===== config.mk =====
export PLATFORM = sky130hd
export DESIGN_NAME = can_multiframe_reassembler
export DESIGN_NICKNAME = d
export VERILOG_FILES = /design/src/design/cmfr_pkg.sv /design/src/design/can_multiframe_reassembler.sv /design/src/design/cmfr_front.sv /design/src/design/cmfr_queue.sv /design/src/design/cmfr_back.sv
export SDC_FILE = /design/constraint.sdc
export NUM_CORES = 1
export LEC_CHECK = 0
export ABC_AREA = 1
export BUFFER_PORTS_ARGS = -buffer_cell sky130_fd_sc_hd__buf_2
export CAP_MARGIN = 20
export CORE_MARGIN = 2
export CORE_UTILIZATION = 55
export DETAILED_ROUTE_END_ITERATION = 12
export PLACE_DENSITY = 0.72
export SLEW_MARGIN = 10
export SYNTH_ARGS = -nofsm -noshare
export SYNTH_HDL_FRONTEND = slang
export SYNTH_HIERARCHICAL = 1
export SYNTH_SLANG_ARGS = --single-unit

===== constraint.sdc =====
create_clock -name clk_i -period 32.2 [get_ports clk_i]
set_input_delay 1.61 -clock clk_i [delete_from_list [all_inputs] [get_ports clk_i]]
set_output_delay 1.61 -clock clk_i [all_outputs]
set_load 0.01 [all_outputs]

===== src/design/cmfr_pkg.sv =====
package cmfr_pkg;

  localparam int HEAD_BITS        = 4;
  localparam int INDEX_BITS       = 8;
  localparam int HEAD_FIELD_W     = 4;
  localparam int INDEX_FIELD_W    = 8;
  localparam int HeadCmpBits      = (HEAD_BITS < HEAD_FIELD_W) ? HEAD_BITS : HEAD_FIELD_W;
  localparam int IdxCmpBits       = (INDEX_BITS < INDEX_FIELD_W) ? INDEX_BITS : INDEX_FIELD_W;
  localparam int BYTES_PER_FRAME  = 8;
  localparam int HEADER_SUM_BYTES = 4;
  localparam int QUEUE_DEPTH      = 2;
  localparam int ADDR_W           = 3;
  localparam int RegIdxBit        = 2;

  localparam logic [7:0] BROADCAST_ADDR = 8'h00;

  typedef enum logic {
    REG_EXPECTED_HEAD = 1'b0,
    REG_OWN_DEVICE    = 1'b1
  } reg_idx_e;

  typedef enum logic [2:0] {
    ST_BAD_HEAD     = 3'd0,
    ST_BAD_DEST     = 3'd1,
    ST_OUT_OF_SEQ   = 3'd2,
    ST_STARTED      = 3'd3,
    ST_PARTIAL      = 3'd4,
    ST_GOOD         = 3'd5,
    ST_BAD_CHECKSUM = 3'd6
  } status_e;

  typedef enum logic [1:0] {
    CLS_BAD_HEAD = 2'd0,
    CLS_BAD_DEST = 2'd1,
    CLS_FIRST    = 2'd2,
    CLS_CONT     = 2'd3
  } cls_e;

  typedef struct packed {
    cls_e                  cls;
    logic [7:0]            device;
    logic [7:0]            seq;
    logic [INDEX_BITS-1:0] fidx;
    logic [63:0]           data;
  } item_t;

endpackage


===== src/design/can_multiframe_reassembler.sv =====
// CAN multi-frame packet reassembler.
// Input channel (in_valid_i/in_ready_o): one received frame per item, given as
// identifier fields and eight data bytes. Output channel (out_valid_o/out_ready_i):
// exactly one result item per frame, with status, the forwarded payload chunk and
// the command, subcommand and length of the packet most recently started.
// The APB port sets the expected head value (offset 0) and this device's address
// (offset 4); write it only while no frame is in flight.
// A frame is written into the queue when accepted, and its result is loaded into the
// result register when the back stage takes the frame from the queue.
// One frame per cycle while the receiver takes results, set by the update of the packet
// state in the back stage.
// A two-entry queue sits between the classifying front and the back stage, and the
// result register is loaded whenever it is empty or being emptied. When the
// receiver stalls, the result holds, the queue fills and in_ready_o falls once both
// queue entries are taken.
// Reset clears the packet state, the queue and both configuration registers.
module can_multiframe_reassembler (
  input  logic                        clk_i,
  input  logic                        rst_ni,
  input  logic                        psel,
  input  logic                        penable,
  input  logic                        pwrite,
  input  logic [cmfr_pkg::ADDR_W-1:0] paddr,
  input  logic [31:0]                 pwdata,
  output logic [31:0]                 prdata,
  output logic                        pready,
  input  logic                        in_valid_i,
  output logic                        in_ready_o,
  input  logic [3:0]                  id_head_i,
  input  logic [7:0]                  id_device_i,
  input  logic [7:0]                  id_packet_seq_i,
  input  logic [7:0]                  id_frame_index_i,
  input  logic [63:0]                 frame_bytes_i,
  output logic                        out_valid_o,
  input  logic                        out_ready_i,
  output logic [2:0]                  status_o,
  output logic [63:0]                 chunk_o,
  output logic [3:0]                  chunk_count_o,
  output logic [7:0]                  packet_cmd_o,
  output logic [7:0]                  packet_subcmd_o,
  output logic [15:0]                 packet_length_o
);
  import cmfr_pkg::*;

  logic [3:0] expected_head_q;
  logic [7:0] own_addr_q;
  logic       cfg_wr;
  reg_idx_e   reg_idx;

  logic       queue_full;
  logic       push;
  logic       pop;
  logic       q_valid;
  item_t      front_item;
  item_t      q_item;

  assign pready  = 1'b1;
  assign cfg_wr  = psel && penable && pwrite && pready;
  assign reg_idx = reg_idx_e'(paddr[RegIdxBit]);

  always_ff @(posedge clk_i or negedge rst_ni) begin
    if (!rst_ni) begin
      expected_head_q <= '0;
      own_addr_q      <= '0;
    end else if (cfg_wr) begin
      case (reg_idx)
        REG_EXPECTED_HEAD: expected_head_q <= pwdata[3:0];
        REG_OWN_DEVICE:    own_addr_q      <= pwdata[7:0];
        default:           own_addr_q      <= own_addr_q;
      endcase
    end
  end

  always_comb begin
    case (reg_idx)
      REG_EXPECTED_HEAD: prdata = {28'd0, expected_head_q};
      REG_OWN_DEVICE:    prdata = {24'd0, own_addr_q};
      default:           prdata = '0;
    endcase
  end

  cmfr_front u_front (
    .in_valid_i           (in_valid_i),
    .in_ready_o           (in_ready_o),
    .id_head_i            (id_head_i),
    .id_device_i          (id_device_i),
    .id_packet_seq_i      (id_packet_seq_i),
    .id_frame_index_i     (id_frame_index_i),
    .frame_bytes_i        (frame_bytes_i),
    .expected_head_i      (expected_head_q),
    .own_device_address_i (own_addr_q),
    .queue_full_i         (queue_full),
    .push_o               (push),
    .item_o               (front_item)
  );

  cmfr_queue u_queue (
    .clk_i   (clk_i),
    .rst_ni  (rst_ni),
    .push_i  (push),
    .item_i  (front_item),
    .full_o  (queue_full),
    .pop_i   (pop),
    .valid_o (q_valid),
    .item_o  (q_item)
  );

  cmfr_back u_back (
    .clk_i           (clk_i),
    .rst_ni          (rst_ni),
    .q_valid_i       (q_valid),
    .item_i          (q_item),
    .pop_o           (pop),
    .out_valid_o     (out_valid_o),
    .out_ready_i     (out_ready_i),
    .status_o        (status_o),
    .chunk_o         (chunk_o),
    .chunk_count_o   (chunk_count_o),
    .packet_cmd_o    (packet_cmd_o),
    .packet_subcmd_o (packet_subcmd_o),
    .packet_length_o (packet_length_o)
  );

endmodule


===== src/design/cmfr_front.sv =====
module cmfr_front (
  input  logic              in_valid_i,
  output logic              in_ready_o,
  input  logic [3:0]        id_head_i,
  input  logic [7:0]        id_device_i,
  input  logic [7:0]        id_packet_seq_i,
  input  logic [7:0]        id_frame_index_i,
  input  logic [63:0]       frame_bytes_i,
  input  logic [3:0]        expected_head_i,
  input  logic [7:0]        own_device_address_i,
  input  logic              queue_full_i,
  output logic              push_o,
  output cmfr_pkg::item_t   item_o
);
  import cmfr_pkg::*;

  logic [INDEX_BITS-1:0] fidx;
  logic [7:0]            dest;
  logic                  head_ok;
  logic                  dest_ok;

  assign in_ready_o = !queue_full_i;
  assign push_o     = in_valid_i && !queue_full_i;

  always_comb begin
    fidx    = INDEX_BITS'(id_frame_index_i[IdxCmpBits-1:0]);
    dest    = frame_bytes_i[7:0];
    head_ok = (id_head_i[HeadCmpBits-1:0] == expected_head_i[HeadCmpBits-1:0]);
    dest_ok = (dest == own_device_address_i) || (dest == BROADCAST_ADDR);

    item_o.device = id_device_i;
    item_o.seq    = id_packet_seq_i;
    item_o.fidx   = fidx;
    item_o.data   = frame_bytes_i;
    if (!head_ok) begin
      item_o.cls = CLS_BAD_HEAD;
    end else if (fidx == '0) begin
      item_o.cls = dest_ok ? CLS_FIRST : CLS_BAD_DEST;
    end else begin
      item_o.cls = CLS_CONT;
    end
  end

endmodule


===== src/design/cmfr_queue.sv =====
module cmfr_queue (
  input  logic            clk_i,
  input  logic            rst_ni,
  input  logic            push_i,
  input  cmfr_pkg::item_t item_i,
  output logic            full_o,
  input  logic            pop_i,
  output logic            valid_o,
  output cmfr_pkg::item_t item_o
);
  import cmfr_pkg::*;

  localparam int PtrW = $clog2(QUEUE_DEPTH);
  localparam int CntW = $clog2(QUEUE_DEPTH + 1);

  item_t             mem_q [QUEUE_DEPTH];
  logic [PtrW-1:0]   wr_ptr_q, wr_ptr_d;
  logic [PtrW-1:0]   rd_ptr_q, rd_ptr_d;
  logic [CntW-1:0]   count_q, count_d;

  assign full_o  = (count_q == CntW'(QUEUE_DEPTH));
  assign valid_o = (count_q != '0);
  assign item_o  = mem_q[rd_ptr_q];

  always_comb begin
    wr_ptr_d = wr_ptr_q;
    rd_ptr_d = rd_ptr_q;
    count_d  = count_q;
    if (push_i) begin
      wr_ptr_d = (wr_ptr_q == PtrW'(QUEUE_DEPTH - 1)) ? '0 : wr_ptr_q + 1'b1;
    end
    if (pop_i) begin
      rd_ptr_d = (rd_ptr_q == PtrW'(QUEUE_DEPTH - 1)) ? '0 : rd_ptr_q + 1'b1;
    end
    if (push_i && !pop_i) begin
      count_d = count_q + 1'b1;
    end else if (pop_i && !push_i) begin
      count_d = count_q - 1'b1;
    end
  end

  always_ff @(posedge clk_i or negedge rst_ni) begin
    if (!rst_ni) begin
      wr_ptr_q <= '0;
      rd_ptr_q <= '0;
      count_q  <= '0;
    end else begin
      wr_ptr_q <= wr_ptr_d;
      rd_ptr_q <= rd_ptr_d;
      count_q  <= count_d;
    end
  end

  always_ff @(posedge clk_i) begin
    if (push_i) begin
      mem_q[wr_ptr_q] <= item_i;
    end
  end

endmodule


===== src/design/cmfr_back.sv =====
module cmfr_back (
  input  logic            clk_i,
  input  logic            rst_ni,
  input  logic            q_valid_i,
  input  cmfr_pkg::item_t item_i,
  output logic            pop_o,
  output logic            out_valid_o,
  input  logic            out_ready_i,
  output logic [2:0]      status_o,
  output logic [63:0]     chunk_o,
  output logic [3:0]      chunk_count_o,
  output logic [7:0]      packet_cmd_o,
  output logic [7:0]      packet_subcmd_o,
  output logic [15:0]     packet_length_o
);
  import cmfr_pkg::*;

  // Packet state.
  logic                  collecting_q, collecting_d;
  logic [7:0]            packet_seq_q, packet_seq_d;
  logic [INDEX_BITS-1:0] next_idx_q, next_idx_d;
  logic [7:0]            packet_dev_q, packet_dev_d;
  logic [15:0]           total_len_q, total_len_d;
  logic [15:0]           recv_len_q, recv_len_d;
  logic [15:0]           run_sum_q, run_sum_d;
  logic [15:0]           exp_sum_q, exp_sum_d;
  logic [15:0]           cmd_sub_q, cmd_sub_d;

  // Output register.
  logic                  out_valid_q;
  status_e               status_q, status_d;
  logic [63:0]           chunk_q, chunk_d;
  logic [3:0]            count_q, count_d;
  logic [15:0]           res_cmd_sub_q;
  logic [15:0]           res_len_q;

  logic [15:0]           remain;
  logic [15:0]           sum;
  logic [15:0]           recv_next;
  logic                  match;

  assign pop_o = q_valid_i && (!out_valid_q || out_ready_i);

  always_comb begin
    collecting_d = collecting_q;
    packet_seq_d = packet_seq_q;
    next_idx_d   = next_idx_q;
    packet_dev_d = packet_dev_q;
    total_len_d  = total_len_q;
    recv_len_d   = recv_len_q;
    run_sum_d    = run_sum_q;
    exp_sum_d    = exp_sum_q;
    cmd_sub_d    = cmd_sub_q;
    status_d     = ST_OUT_OF_SEQ;
    chunk_d      = '0;
    count_d      = '0;
    remain       = total_len_q - recv_len_q;
    sum          = '0;
    recv_next    = recv_len_q;
    match        = collecting_q && (item_i.seq == packet_seq_q) &&
                   (item_i.fidx == next_idx_q) && (item_i.device == packet_dev_q);

    case (item_i.cls)
      CLS_BAD_HEAD: begin
        status_d = ST_BAD_HEAD;
      end
      CLS_BAD_DEST: begin
        status_d = ST_BAD_DEST;
      end
      CLS_FIRST: begin
        // Header sum covers cmd, subcmd and both length bytes.
        for (int i = HEADER_SUM_BYTES; i < 2 * HEADER_SUM_BYTES; i++) begin
          sum = sum + 16'(item_i.data[8*i +: 8]);
        end
        exp_sum_d    = {item_i.data[23:16], item_i.data[31:24]};
        cmd_sub_d    = {item_i.data[39:32], item_i.data[47:40]};
        total_len_d  = {item_i.data[55:48], item_i.data[63:56]};
        recv_len_d   = '0;
        run_sum_d    = sum;
        packet_seq_d = item_i.seq;
        packet_dev_d = item_i.device;
        next_idx_d   = item_i.fidx + 1'b1;
        if (total_len_d == '0) begin
          collecting_d = 1'b0;
          status_d     = (sum == exp_sum_d) ? ST_GOOD : ST_BAD_CHECKSUM;
        end else begin
          collecting_d = 1'b1;
          status_d     = ST_STARTED;
        end
      end
      CLS_CONT: begin
        if (match) begin
          count_d = (remain >= 16'(BYTES_PER_FRAME)) ? 4'(BYTES_PER_FRAME) : remain[3:0];
          sum     = run_sum_q;
          for (int i = 0; i < BYTES_PER_FRAME; i++) begin
            if (4'(i) < count_d) begin
              chunk_d[8*i +: 8] = item_i.data[8*i +: 8];
              sum               = sum + 16'(item_i.data[8*i +: 8]);
            end
          end
          recv_next  = recv_len_q + 16'(count_d);
          run_sum_d  = sum;
          recv_len_d = recv_next;
          next_idx_d = item_i.fidx + 1'b1;
          if (recv_next == total_len_q) begin
            collecting_d = 1'b0;
            status_d     = (sum == exp_sum_q) ? ST_GOOD : ST_BAD_CHECKSUM;
          end else begin
            status_d = ST_PARTIAL;
          end
        end else begin
          status_d = ST_OUT_OF_SEQ;
        end
      end
      default: begin
        status_d = ST_OUT_OF_SEQ;
      end
    endcase
  end

  always_ff @(posedge clk_i or negedge rst_ni) begin
    if (!rst_ni) begin
      collecting_q <= 1'b0;
      packet_seq_q <= '0;
      next_idx_q   <= '0;
      packet_dev_q <= '0;
      total_len_q  <= '0;
      recv_len_q   <= '0;
      run_sum_q    <= '0;
      exp_sum_q    <= '0;
      cmd_sub_q    <= '0;
      out_valid_q  <= 1'b0;
    end else begin
      if (pop_o) begin
        collecting_q <= collecting_d;
        packet_seq_q <= packet_seq_d;
        next_idx_q   <= next_idx_d;
        packet_dev_q <= packet_dev_d;
        total_len_q  <= total_len_d;
        recv_len_q   <= recv_len_d;
        run_sum_q    <= run_sum_d;
        exp_sum_q    <= exp_sum_d;
        cmd_sub_q    <= cmd_sub_d;
        out_valid_q  <= 1'b1;
      end else if (out_ready_i) begin
        out_valid_q  <= 1'b0;
      end
    end
  end

  always_ff @(posedge clk_i) begin
    if (pop_o) begin
      status_q      <= status_d;
      chunk_q       <= chunk_d;
      count_q       <= count_d;
      res_cmd_sub_q <= cmd_sub_d;
      res_len_q     <= total_len_d;
    end
  end

  assign out_valid_o     = out_valid_q;
  assign status_o        = status_q;
  assign chunk_o         = chunk_q;
  assign chunk_count_o   = count_q;
  assign packet_cmd_o    = res_cmd_sub_q[15:8];
  assign packet_subcmd_o = res_cmd_sub_q[7:0];
  assign packet_length_o = res_len_q;

endmodule


# Word-level counts from Yosys, hierarchy flattened
# Memory sizes are Yosys's and may differ from the RTL's.
# Index checks and enable logic that the tools add are counted.
# totals
mem_count,1
inputBits,134
ramBits,180
latchBits,0
register_bits,225
romBits,0
# op_classes
n_eq_ne,14
muxes,55
bitwise,1
add_sub_neg,18
n_reduce_logical,37
n_lt_le_gt_ge,9
multipliers,0
n_div,0
shifts,0
# mem_list
memory,words,word_bits,rd,rd_ports_with_merged_regs,wr,line,source
u_queue.mem_q,2,90,1,0,1,cmfr_queue.sv:16,item_t mem_q [QUEUE_DEPTH];
# op_table
operator,count
2-to-1 mux 16 bit,28
adder 16 x 8 -> 16 bit,10
one-hot mux 16 bit (2 select lines),2
one-hot mux 32 bit (2 select lines),1
== test 16 bit,3
== test 8 bit,4
AND reduction 3 bit,9
adder 16 x 4 -> 16 bit,1
"greater-or-equal comparator 16 x 4 -> 1 bit, second input constant",1
logical NOT 16 bit,1
logical NOT 8 bit,2
"less-than comparator 3 x 4 -> 1 bit, first input constant",4
one-hot mux 8 bit (2 select lines),1
subtractor 16 bit,1
2-to-1 mux 2 bit,7
one-hot mux 3 bit (4 select lines),1
adder 8 x 8 -> 9 bit,1
logical AND 1 bit,9
2-to-1 mux 1 bit,9
2-to-1 mux 3 bit,3
"adder 8 x 1 -> 8 bit, second input constant",1
"less-than comparator 1 x 4 -> 1 bit, first input constant",2
"less-than comparator 2 x 4 -> 1 bit, first input constant",2
2-to-1 mux 8 bit,1
other kinds (16),30

# Depth between registers and ports, before layout
# logic_depth
ltp_word,40
depth_mapped,81

# Modules after synthesis
# The synthesis kept the hierarchy.
# by_module_without_submodules
mod,instances,area_each_um2,cells_each
cmfr_back,1,16687.3,2303
cmfr_queue,1,6760.2,305
cmfr_front,1,928.4,145
can_multiframe_reassembler,1,770.7,104

# Least setup slack after synthesis
# OpenSTA, ideal clock, no wires.
# synth_path
path_kind,register -> register
start,reg u_back.total_len_q[0]
end,"reg u_back.status_q[1], in the netlist u_back/status_o[1] (data pin)"
synth_period_minus_slack_ps,10372
setup_slack_ps,21828
required_time_ps,31939
t_arrival_ps,10111
n_path_buf,2
path_stages_with_launch,66
cell_sequence,dfrtp_1 inv_1 ha_1 inv_1 fa_1 nand2_1 nand2_1 nand3_1 nand2_1 nand2_1 nand2_1 nand2_1 nand2_1 nor2_4 nand4_4 nor2_4 nand2_4 buf_2 [... 30 more ...] a21oi_1 o21ai_0 nand2_1 a21oi_1 nand3_1 nor2_1 inv_1 nor2_1 nand3_1 nand2_1 xor2_1 nand2_1 nor2_1 nand2_1 nor2_1 nand2_1 nand2_1 nand3b_1
# synth_between
elab_chain_len,40
# synth_rtl
element,line,source
start: declaration,cmfr_back.sv:23,"logic [15:0] total_len_q, total_len_d;"
start signal: assignment,cmfr_back.sv:139,total_len_q <= total_len_d;
subtractor 16 bit,cmfr_back.sv:57,remain = total_len_q - recv_len_q;
greater-or-equal comparator 16 x 4 -> 1 bit,cmfr_back.sv:93,count_d = (remain >= 16'(BYTES_PER_FRAME)) ? 4'(BYTES_PER_FRAME) : remain[3:0];
2-to-1 mux 4 bit,cmfr_back.sv:93,
less-than comparator 1 x 4 -> 1 bit,cmfr_back.sv:96,if (4'(i) < count_d) begin
2-to-1 mux 16 bit,cmfr_back.sv:96,
2-to-1 mux 16 bit,cmfr_back.sv:92,if (match) begin
2-to-1 mux 16 bit,cmfr_back.sv:63,case (item_i.cls)
adder 16 x 8 -> 16 bit,cmfr_back.sv:98,sum = sum + 16'(item_i.data[8*i +: 8]);
[... 25 more ...],n/a,
2-to-1 mux 16 bit,cmfr_back.sv:92,
2-to-1 mux 16 bit,cmfr_back.sv:63,
== test 16 bit,cmfr_back.sv:107,status_d = (sum == exp_sum_q) ? ST_GOOD : ST_BAD_CHECKSUM;
2-to-1 mux 2 bit,cmfr_back.sv:107,
2-to-1 mux 3 bit (*),cmfr_back.sv:105,if (recv_next == total_len_q) begin
2-to-1 mux 3 bit (*),cmfr_back.sv:92,
one-hot mux 3 bit (4 select lines) (*),cmfr_back.sv:63,
via u_back.status_d[1],cmfr_back.sv:31,"status_e status_q, status_d;"
end signal: assignment,cmfr_back.sv:153,status_q <= status_d;
end: declaration,cmfr_back.sv:31,
# Mark *: on every way through the listed nets, which the timed path passes. The rest lies on a longest branch. The select of a mux whose other input is x is not followed.
# A chain may end at the register's enable or synchronous reset.

# Final worst setup path
# layout_path
start,reg u_back.total_len_q[0]
end,"reg u_back.status_q[0], in the netlist u_back/status_o[0] (data pin)"
# Same word-level chain as after synthesis.

==> run summary <==
maxcap violations = 0
Max clock buf depth = 3
Arr. time, crit path = 12890 ps
setup violators final = 0
vias in the first global route = 18835
setup slack, reg-to-reg = 19660 ps
commonest cells in the netlist = nand2_1, inv_1, edfxtp_1
Max-slew headroom = 0.367
Top Ports = 272
Post-synth EDFFs = 283
WS Path Type = register to register
synthesized area = 25100 um^2
post-synth top area cell = edfxtp_1
largest net degree at the start of global routing = 116
Clk pin slew, worst setup/hold paths = 60 ps
Syn. warnings = 6
via count = 19539
CTS tree = done
post-route setup TNS = 0 ps
clk_skew = 28.7 ps
area grow syn2layout = 9.71%
initial antenna violation count = 4
number of CTS-inserted buffers = 44
status = finished, final reports clean
H-Tree Depth = 2
Initial DRT Pass Iterations = 7
WHS Path Cells = 2
Setup crit end kind = register
Critical R2R Capture = u_back/status_o[0]
die area = 47400 um^2
first-pass GRT wire length = 101 mm
synthesized flop and latch total = 405
total gr overflow = 0
cts hold-fix bufs = 0
drt first-iter violations = 1606
final period utilization = 0.390
setup bufs post-CTS = 0
CTS Sinks = 405
ANT nets after route = 0
final hold violations = 0
most frequent cell after synthesis = nand2_1
Final WS setup = 19660 ps
Via density = 5.37
Die Ht = 218 um
Syn Area/Cell = 8.80 um^2
Syn Inst Count = 2857
CTS resizes = 0
largest cells by area after synthesis = edfxtp_1, dfrtp_1, nand2_1
GR Util All Layers = 0.275
Cell variety after synth = 57
Synth Flop Type = edfxtp_1
DR WL/cell = 17.9 um
clock latency on the worst-skew pair = 590 ps
die width = 218 um
RSZ-0062 raised after global routing = false
final cell utilization of the core = 0.609
drt drc = 0
dpl ws = 19910 ps
CTS Root Cell = clkbuf_16
Yosys top cell area share = 0.338
drt total wl = 65.1 mm
reg2reg start = u_back/total_len_q[0]
Hold Path Origin = u_back/cmd_sub_q[15]
WP data required = 32550 ps
Placement Rows = 78
core area = 45300 um^2
minimum hold slack = 488 ps
crit-path max FO = 28
DP HPWL = 50.1 mm
Hold Path End = u_back/cmd_sub_q[15]
Most Frequent Cell on Critical Path = nand2_1
sequential area share after synthesis = 0.459
FMAX = 79.7 MHz
Reg2Reg Depth = 68
IO Port Bufs = 220
Worst Tran Pin Value = 949 ps
worst hold path type = register to register
Initial Utilization = 0.555
Critical Path Max Stage Delay = 490 ps
layout cell share with drive strength beyond 1 = 0.169
ys async rst share = 0.301
GP Congestion = 0.914
CP max stage cell = fa_1
Final min period = 12540 ps
Final nets = 3255
CP Launch Type = register
fin. max-slew vios = 0
==> stage by stage <==
stage               cell area (um^2)  instances
CTS                            27500       3634
global route                   27600       3636
floorplan                      25200       2880
global placement               26100       3552
detailed placement             26100       3552
finish                         27600       3637
==> worst max-delay path by stage <==
stage	startpoint	to	slack [ps]
after floorplan	u_back/total_len_q[0]	u_back/status_o[1]	21830
after global placement	u_back/total_len_q[0]	u_back/status_o[0]	20010
after detailed placement	u_back/total_len_q[0]	u_back/status_o[0]	19910
after CTS	u_back/total_len_q[0]	u_back/status_o[0]	19830
after global routing	u_back/total_len_q[0]	u_back/status_o[0]	18600
final	u_back/total_len_q[0]	u_back/status_o[0]	19660
==> worst max-delay path: cells and delay by family, from the launching register on <==
kind	cells	cell delay (ps)
compound gates	8	1630
xor+xnor	1	160
fa+ha+maj	10	3640
buf+inv	8	540
flops	1	410
mux	1	400
simple gates	40	5480
==> registers in the layout, summed over array words and instances (netlist names), 2 cells and up <==
name                    flops
u_back/chunk_o             64
expected_head_q             4
u_queue/mem_q             180
u_back/packet_seq_q         8
u_back/recv_len_q          16
u_back/total_len_q         16
u_back/cmd_sub_q           16
u_queue/count_q             2
u_back/next_idx_q           8
u_back/packet_length_o     16
u_back/chunk_count_o        4
u_back/exp_sum_q           16
u_back/run_sum_q           16
u_back/packet_dev_q         8
u_back/status_o             3
u_back/res_cmd_sub_q       16
own_addr_q                  8
==> kinds of logic (layout without fill, tap and decap cells) <==
kind of cell / count (synthesis) / count (layout) / share of synthesized area
muxes: 105 / 105 / 0.0469
DFF: 405 / 405 / 0.459
buffers and inverters: 546 / 702 / 0.103
and+or+nand+nor: 1247 / 1247 / 0.215
AOI/OAI and AO/OA: 314 / 314 / 0.0686
adders and majority gates: 121 / 121 / 0.0662
xor gates and xnor gates: 117 / 117 / 0.0408
other: 2 / 26 / 0.000299
==> layer usage <==
| metal | vias to the layer above | part of all wire | track usage |
|---|---|---|---|
| li1 | 9513 | - | - |
| met1 | 9223 | 0.43 | 0.364 |
| met2 | 668 | 0.47 | 0.457 |
| met3 | 129 | 0.066 | 0.0477 |
| met4 | 6 | 0.034 | 0.0957 |
| met5 | - | 0.00063 | 0 |
==> layout make-up <==
class / instances / area (um^2)
inverters: 387 / 1460
diodes: 1 / 2.50
clock inverters: 22 / 255
clock buffers: 60 / 1210
multi-input cells: 1929 / 11100
flip-flops and latches: 405 / 11600
well taps: 600 / 751
repair buffers: 233 / 1240
fillers: 3898 / 17700
==> cell usage in the layout, fill, tap and decap left out, types with 20 or more instances in the layout <==
master     netlist  routed
buf_2            3     219
nor2_2          22      22
a21oi_1         86      86
nand4_1         24      24
o21ai_0        166     166
inv_1          376     374
nand3_1        159     159
dfrtp_1        122     121
clkbuf_16        0      45
nand2_1        691     690
nand3b_1        20      20
edfxtp_1       283     283
nor2_1         225     224
xor2_1          79      79
nand2_2         29      29
mux2_2         103     103
or2_2           27      27
conb_1           2      25
xnor2_1         38      38
fa_1            20      20
ha_1           101     101
Power is not shown: default switching activity piles up to over one toggle a cycle in this logic, so the estimate is an artifact.
